File: src/rtl/tfc_pkg.sv
`default_nettype none
package tfc_pkg;

  localparam logic [15:0] KA = 16'd13900;
  localparam logic [15:0] KB = 16'd20854;
  localparam logic [15:0] KC = 16'd27800;
  localparam logic [15:0] KD = 16'd53622;

  localparam logic [7:0] FULL_HI = 8'd255;
  localparam logic [7:0] FULL_LO = 8'd240;

  localparam int unsigned PIPE_DEPTH = 9;

  typedef enum logic [1:0] {
    RM_ZERO,
    RM_FULL,
    RM_DIV
  } ramp_mode_t;

  typedef struct packed {
    logic signed [18:0] num;
    logic [15:0]        den;
    logic               full_lo;
  } ramp_cmd_t;

endpackage
`default_nettype wire

File: src/rtl/thermal_false_color_map_top.sv
// Channel | Direction | tdata fields (low bit up)                         | tuser/tlast
// s_axis  | in        | temperature[15:0]                                  | none
// m_axis  | out       | pixel_rgb565[15:0] red[23:16] green[31:24] blue[39:32] | none
// cfg     | in        | cfg_we, cfg_index (0 min_temp, 1 max_temp), cfg_data | none
//
// One transaction is accepted per clock while the output is not stalled.
// The depth includes the one-bit-per-step restoring divider, two steps per stage.
// The synchronous reset clears the valid bits and sets min_temp 0, max_temp 2560.
// A stall on the output freezes the whole pipeline; nothing is lost or repeated.
`default_nettype none
module thermal_false_color_map_top (
  input  wire logic        clk,
  input  wire logic        rst,
  input  wire logic        s_axis_tvalid,
  output logic             s_axis_tready,
  input  wire logic [15:0] s_axis_tdata,   // temperature[15:0]
  output logic             m_axis_tvalid,
  input  wire logic        m_axis_tready,
  output logic [39:0]      m_axis_tdata,   // pixel_rgb565, red, green, blue levels
  input  wire logic        cfg_we,
  input  wire logic        cfg_index,
  input  wire logic [15:0] cfg_data
);

  logic signed [15:0] min_temp;
  logic signed [15:0] max_temp;
  logic [tfc_pkg::PIPE_DEPTH-1:0] valid;
  logic en;

  logic signed [17:0] v, lo, hi, a, b, c, d;
  logic               nonempty;

  tfc_pkg::ramp_cmd_t red_cmd, green_cmd, blue_cmd;
  tfc_pkg::ramp_cmd_t red_next, green_next, blue_next;
  logic [7:0] red_level, green_level, blue_level;

  assign en            = !valid[tfc_pkg::PIPE_DEPTH-1] || m_axis_tready;
  assign s_axis_tready = en;
  assign m_axis_tvalid = valid[tfc_pkg::PIPE_DEPTH-1];

  always_ff @(posedge clk) begin
    if (rst) begin
      min_temp <= 16'sd0;
      max_temp <= 16'sd2560;
    end else if (cfg_we) begin
      if (cfg_index) begin
        max_temp <= cfg_data;
      end else begin
        min_temp <= cfg_data;
      end
    end
  end

  always_ff @(posedge clk) begin
    if (rst) begin
      valid <= '0;
    end else if (en) begin
      valid <= {valid[tfc_pkg::PIPE_DEPTH-2:0], s_axis_tvalid};
    end
  end

  tfc_thresh u_thresh (
    .clk         (clk),
    .en          (en),
    .temperature (s_axis_tdata),
    .min_temp    (min_temp),
    .max_temp    (max_temp),
    .v           (v),
    .lo          (lo),
    .hi          (hi),
    .a           (a),
    .b           (b),
    .c           (c),
    .d           (d),
    .nonempty    (nonempty)
  );

  always_comb begin
    red_next   = '{num: 19'(v) - 19'(b), den: 16'(c - b), full_lo: 1'b0};
    green_next = '{num: 19'sd0, den: 16'd0, full_lo: 1'b0};
    blue_next  = '{num: 19'sd0, den: 16'd0, full_lo: 1'b0};
    if (v > lo && v < a) begin
      green_next = '{num: 19'(v) - 19'(lo), den: 16'(a - lo), full_lo: 1'b0};
    end else if (v >= a && v <= c) begin
      green_next = '{num: 19'sd1, den: 16'd0, full_lo: 1'b0};
    end else if (v > c) begin
      green_next = '{num: 19'(d) - 19'(v), den: 16'(d - c), full_lo: 1'b0};
    end
    if (v <= b) begin
      blue_next = '{num: 19'(b) - 19'(v), den: 16'(b - a), full_lo: 1'b0};
    end else if (v > d) begin
      blue_next = '{num: 19'(v) - 19'(d), den: 16'(hi - d), full_lo: 1'b1};
    end
    if (!nonempty) begin
      red_next.num   = 19'sd0;
      green_next.num = 19'sd0;
      blue_next.num  = 19'sd0;
    end
  end

  always_ff @(posedge clk) begin
    if (en) begin
      red_cmd   <= red_next;
      green_cmd <= green_next;
      blue_cmd  <= blue_next;
    end
  end

  tfc_ramp u_red (.clk(clk), .en(en), .cmd(red_cmd), .level(red_level));
  tfc_ramp u_green (.clk(clk), .en(en), .cmd(green_cmd), .level(green_level));
  tfc_ramp u_blue (.clk(clk), .en(en), .cmd(blue_cmd), .level(blue_level));

  assign m_axis_tdata = {blue_level, green_level, red_level,
                         blue_level[7:3], green_level[7:2], red_level[7:3]};

endmodule
`default_nettype wire

File: src/rtl/tfc_thresh.sv
`default_nettype none
module tfc_thresh (
  input  wire logic               clk,
  input  wire logic               en,
  input  wire logic signed [15:0] temperature,
  input  wire logic signed [15:0] min_temp,
  input  wire logic signed [15:0] max_temp,
  output logic signed [17:0]      v,
  output logic signed [17:0]      lo,
  output logic signed [17:0]      hi,
  output logic signed [17:0]      a,
  output logic signed [17:0]      b,
  output logic signed [17:0]      c,
  output logic signed [17:0]      d,
  output logic                    nonempty
);

  logic signed [16:0] span;
  logic signed [17:0] v1;
  logic signed [17:0] lo1;
  logic signed [17:0] hi1;
  logic               nz1;
  logic [31:0]        pa;
  logic [31:0]        pb;
  logic [31:0]        pc;
  logic [31:0]        pd;

  assign span = 17'(max_temp) - 17'(min_temp);

  always_ff @(posedge clk) begin
    if (en) begin
      v1  <= 18'(temperature);
      lo1 <= 18'(min_temp);
      hi1 <= 18'(max_temp);
      nz1 <= (span > 17'sd0);
      pa  <= span[15:0] * tfc_pkg::KA;
      pb  <= span[15:0] * tfc_pkg::KB;
      pc  <= span[15:0] * tfc_pkg::KC;
      pd  <= span[15:0] * tfc_pkg::KD;
    end
  end

  always_ff @(posedge clk) begin
    if (en) begin
      v        <= v1;
      lo       <= lo1;
      hi       <= hi1;
      nonempty <= nz1;
      a        <= lo1 + $signed({2'b00, pa[31:16]});
      b        <= lo1 + $signed({2'b00, pb[31:16]});
      c        <= lo1 + $signed({2'b00, pc[31:16]});
      d        <= lo1 + $signed({2'b00, pd[31:16]});
    end
  end

endmodule
`default_nettype wire

File: src/rtl/tfc_ramp.sv
`default_nettype none
module tfc_ramp (
  input  wire logic              clk,
  input  wire logic              en,
  input  wire tfc_pkg::ramp_cmd_t cmd,
  output logic [7:0]             level
);

  tfc_pkg::ramp_mode_t mode1;
  logic [15:0]         num1;
  logic [15:0]         den1;
  logic                fl1;

  tfc_pkg::ramp_mode_t mode2;
  logic [23:0]         prod2;
  logic [15:0]         den2;
  logic                fl2;

  tfc_pkg::ramp_mode_t mode_d [4];
  logic [23:0]         rem_d  [4];
  logic [7:0]          q_d    [4];
  logic [15:0]         den_d  [4];
  logic                fl_d   [4];

  tfc_pkg::ramp_mode_t mode_sel;

  always_comb begin
    if (cmd.num <= 19'sd0) begin
      mode_sel = tfc_pkg::RM_ZERO;
    end else if (cmd.num[17:0] >= {2'b00, cmd.den}) begin
      mode_sel = tfc_pkg::RM_FULL;
    end else begin
      mode_sel = tfc_pkg::RM_DIV;
    end
  end

  always_ff @(posedge clk) begin
    if (en) begin
      mode1 <= mode_sel;
      num1  <= cmd.num[15:0];
      den1  <= cmd.den;
      fl1   <= cmd.full_lo;
    end
  end

  always_ff @(posedge clk) begin
    if (en) begin
      mode2 <= mode1;
      prod2 <= (fl1 ? tfc_pkg::FULL_LO : tfc_pkg::FULL_HI) * num1;
      den2  <= den1;
      fl2   <= fl1;
    end
  end

  for (genvar s = 0; s < 4; s++) begin : g_div
    logic [23:0]         rem_in;
    logic [7:0]          q_in;
    logic [15:0]         den_in;
    tfc_pkg::ramp_mode_t mode_in;
    logic                fl_in;
    logic [23:0]         rem_mid;
    logic [23:0]         rem_out;
    logic [7:0]          q_out;
    logic [24:0]         trial_hi;
    logic [24:0]         trial_lo;

    if (s == 0) begin : g_first
      assign rem_in  = prod2;
      assign q_in    = 8'd0;
      assign den_in  = den2;
      assign mode_in = mode2;
      assign fl_in   = fl2;
    end else begin : g_next
      assign rem_in  = rem_d[s-1];
      assign q_in    = q_d[s-1];
      assign den_in  = den_d[s-1];
      assign mode_in = mode_d[s-1];
      assign fl_in   = fl_d[s-1];
    end

    always_comb begin
      q_out    = q_in;
      trial_hi = {1'b0, rem_in} - ({9'd0, den_in} << (7 - 2 * s));
      if (!trial_hi[24]) begin
        rem_mid          = trial_hi[23:0];
        q_out[7 - 2 * s] = 1'b1;
      end else begin
        rem_mid = rem_in;
      end
      trial_lo = {1'b0, rem_mid} - ({9'd0, den_in} << (6 - 2 * s));
      if (!trial_lo[24]) begin
        rem_out          = trial_lo[23:0];
        q_out[6 - 2 * s] = 1'b1;
      end else begin
        rem_out = rem_mid;
      end
    end

    always_ff @(posedge clk) begin
      if (en) begin
        rem_d[s]  <= rem_out;
        q_d[s]    <= q_out;
        den_d[s]  <= den_in;
        mode_d[s] <= mode_in;
        fl_d[s]   <= fl_in;
      end
    end
  end

  always_comb begin
    unique case (mode_d[3])
      tfc_pkg::RM_FULL: level = fl_d[3] ? tfc_pkg::FULL_LO : tfc_pkg::FULL_HI;
      tfc_pkg::RM_DIV:  level = q_d[3];
      default:          level = 8'd0;
    endcase
  end

endmodule
`default_nettype wire

File: config.mk
export PLATFORM = sky130hd
export DESIGN_NAME = thermal_false_color_map_top
export DESIGN_NICKNAME = d
export VERILOG_FILES = /design/src/rtl/tfc_pkg.sv /design/src/rtl/thermal_false_color_map_top.sv /design/src/rtl/tfc_thresh.sv /design/src/rtl/tfc_ramp.sv
export SDC_FILE = /design/constraint.sdc
export NUM_CORES = 2
export LEC_CHECK = 0
export ABC_AREA = 0
export BUFFER_PORTS_ARGS = -buffer_cell sky130_fd_sc_hd__buf_2
export CAP_MARGIN = 20
export CORE_ASPECT_RATIO = 0.9
export CORE_MARGIN = 1.5
export CORE_UTILIZATION = 25
export DETAILED_ROUTE_END_ITERATION = 7
export SLEW_MARGIN = 15
export SYNTH_ARGS = -nofsm -noshare
export SYNTH_HDL_FRONTEND = slang
export SYNTH_SLANG_ARGS = --single-unit
File: constraint.sdc
create_clock -name clk -period 65.5 [get_ports clk]
set_clock_uncertainty 0.05 [all_clocks]
set_input_delay 3.275 -clock clk [delete_from_list [all_inputs] [get_ports clk]]
set_output_delay 3.275 -clock clk [all_outputs]
set_load 0.02 [all_outputs]
==> key figures <==
Drt
  – WL per Instance: 15.6 microns
  – Vias per cell: 4.52
  – Post-route ant nets: 0
  – Initial DRC Count: 3,693
  – Routed WL: 204,000 microns
  – DRC: 0
  – Pre-antenna DRT Iters: 5
  – Via Count: 59,218

Finish
  – Fin nets: 10,068
  – Area growth, synth to finish: 11.3%
  – Layout cells sized above 1: 6.83%

Outcome
  – Status: finished clean

Hold path
  – Min-delay worst type: register to register
  – Hold Path Cell Cnt: 0
  – Min-delay src: u_green.den1[3]
  – Worst Hold Path EP: u_green.den2[3]

Clock network
  – Root Driver: clkbuf_16
  – CTS tree: done
  – Cts hold-fix bufs: 0
  – Max clock buf depth: 4
  – Setup bufs post-CTS: 0
  – Clock Latency Late Sink: 0.89 ns
  – H-tree levels: 3
  – CTS clk-pin slew, worst paths: 0.06 ns
  – Clk sinks: 1,037
  – CTS buffer count: 120
  – Post-cts sizing count: 0

Die
  – Core Area: 0.344 sq mm
  – Starting Density: 25.2%
  – Die Wd: 623 microns
  – IO Pins: 80
  – Height of the die: 561 microns
  – Die area: 0.350 sq mm
  – Row cnt: 204

Place
  – Gpl congestion: 0.907
  – PortBufs: 79
  – Post-DP HPWL: 167,000 microns

STA
  – Final Max Slew Viols: 0
  – Max Clock Freq: 0.102 GHz
  – Worst hold slack: 0.265 ns
  – RSZ-0062 raised after global routing: no
  – Final Critical Period: 9.79 ns
  – Worst rel slew slack: 30.1%
  – Final setup violation count: 0
  – Endpoints failing hold: 0
  – Post-route setup TNS: 0 ns
  – Period utilisation layout: 15.0%
  – Least-Margin Pin Slew: 1.05 ns

Synthesis
  – Post-synth EDFFs: 996
  – Mapped cell area: 0.0866 sq mm
  – Yosys warnings: 0
  – Synth async-reset ratio: 0%
  – Syn avg cell area: 10.4 sq um
  – Post-synthesis sequential area ratio: 35.5%
  – #FFs+latches synth: 1,037
  – Cells after Synth: 8,359
  – Main synth FF type: edfxtp_1
  – Netlist cell types: 110
  – Syn Nets: 9,958

Setup path
  – Crit path required time: 65.98 ns
  – Worst path max stage delay: 0.67 ns
  – Data arrival time of the worst path: 10.27 ns
  – Top cell by count, worst path: fa_1
  – Crit end category: register
  – Crit Path Category: register to register
  – Startpoint type of the worst setup path: register
  – Worst r2r path cells: 28
  – Critical Path Fanout Max: 8
  – Crit-path slowest cell: o41ai_1
  – Reg2reg end: u_thresh.pb[30]
  – FF-to-FF Start: min_temp[2]
  – R2R setup slack: 55.71 ns

Global routing
  – Vias in the first global route: 58,091
  – Largest net degree at the start of global routing: 127
  – Number of antenna violations at the first check in global routing: 10
  – First-pass GRT wire length: 323,000 microns
  – GRT Overall Usage: 11.4%
  – GRT Residual Overflow: 0

Flow run
  – Max-cap violations: 0
[logic make-up after synthesis]
| kind of cell | count (synthesis) | synth area share [%] |
|---|---|---|
| AND/OR/NAND/NOR | 1885 | 10.6 |
| AO/OA/AOI/OAI | 1799 | 13.3 |
| adder cells (fa/ha/maj) | 1561 | 26.4 |
| buffers and inverters | 1308 | 5.80 |
| flip-flops | 1037 | 35.5 |
| XOR/XNOR | 550 | 5.58 |
| multiplexers | 219 | 2.82 |
[critical path, delay by kind of cell (launching register included)]
family	cells	cell delay (ns)
simple gates	4	0.84
mux	1	0.17
flops	1	0.35
fa+ha+maj	8	3.76
compound gates	12	3.31
buf+inv	2	0.47
xor+xnor	1	0.57
[synth_stat cells (all sizes together) (169+ instances only)]
cell type / number / area [sq um]
xnor2: 380 / 3330
mux2: 174 / 1990
fa: 440 / 8810
nand2: 524 / 1970
a21o: 204 / 1530
edfxtp: 996 / 29900
nor2: 468 / 1760
xor2: 169 / 1480
ha: 1121 / 14000
o21ai: 393 / 1970
inv: 1169 / 4390
a21oi: 521 / 2610
[area by class of cell]
class	instances	area, sq um
Antenna cell	3	7.51
Clock buffer	146	3120
Clock inverter	69	753
Fill cell	35857	248000
Inverter	1172	4410
Multi-Input combinational cell	6014	50900
Sequential cell	1037	30700
Tap cell	4532	5670
Timing Repair Buffer	124	751
[cell usage in the layout, fill, tap and decap left out, drive strengths merged, types with 160 or more instances in the layout]
cell type	n
inv	1173
ha	1121
edfxtp	996
nand2	524
a21oi	521
nor2	468
fa	440
o21ai	393
xnor2	380
a21o	204
mux2	174
xor2	169
nor3	160
[worst max-delay path by stage]
stage                        startpoint              end  slack (ns)
after floorplan           m_axis_tready      blue_cmd[0]       35.87
after global placement      min_temp[2]  u_thresh.pb[30]       55.94
after detailed placement    min_temp[2]  u_thresh.pb[30]       55.81
after CTS                   min_temp[2]  u_thresh.pb[30]       55.69
after global routing        min_temp[2]  u_thresh.pd[31]       55.11
final                       min_temp[2]  u_thresh.pb[30]       55.71
[metal layers]
metal  global-route usage, %  vias up  wire, microns
met4                    3.28        0           5480
met3                   0.974      259           7400
met2                    18.6     1050          90800
met1                    16.2    28080         101000
li1                        -    29829              -
met5                       0        -              0
[registers in the layout (all words and copies together), names as in the netlist, 17 cells and up]
register	count
u_red.rem_d	72
u_red.q_d	20
u_thresh.a	17
u_blue.rem_d	72
u_red.den_d	48
u_blue.den_d	48
u_thresh.b	17
u_red.g_div.rem_in	24
u_green.q_d	20
u_green.g_div.rem_in	24
u_thresh.d	18
u_thresh.c	17
u_green.rem_d	72
blue_cmd	36
u_blue.g_div.rem_in	24
u_blue.q_d	20
red_cmd	34
green_cmd	35
u_green.den_d	48
[per-stage QoR]
| step | util, % | setup WS (ns) | cells | instance area [sq um] |
|---|---|---|---|---|
| CTS | 28.0 | 55.69 | 13093 | 96400 |
| floorplan | - | 35.87 | 8359 | 86600 |
| global route | 28.0 | 55.11 | 13095 | 96400 |
| global placement | 26.9 | 55.94 | 12878 | 92500 |
| detailed placement | 26.9 | 55.81 | 12878 | 92500 |
| finish | 28.0 | 55.71 | 13097 | 96400 |
Power is not shown: default switching activity piles up to over one toggle a cycle in this logic, so the estimate is an artifact.
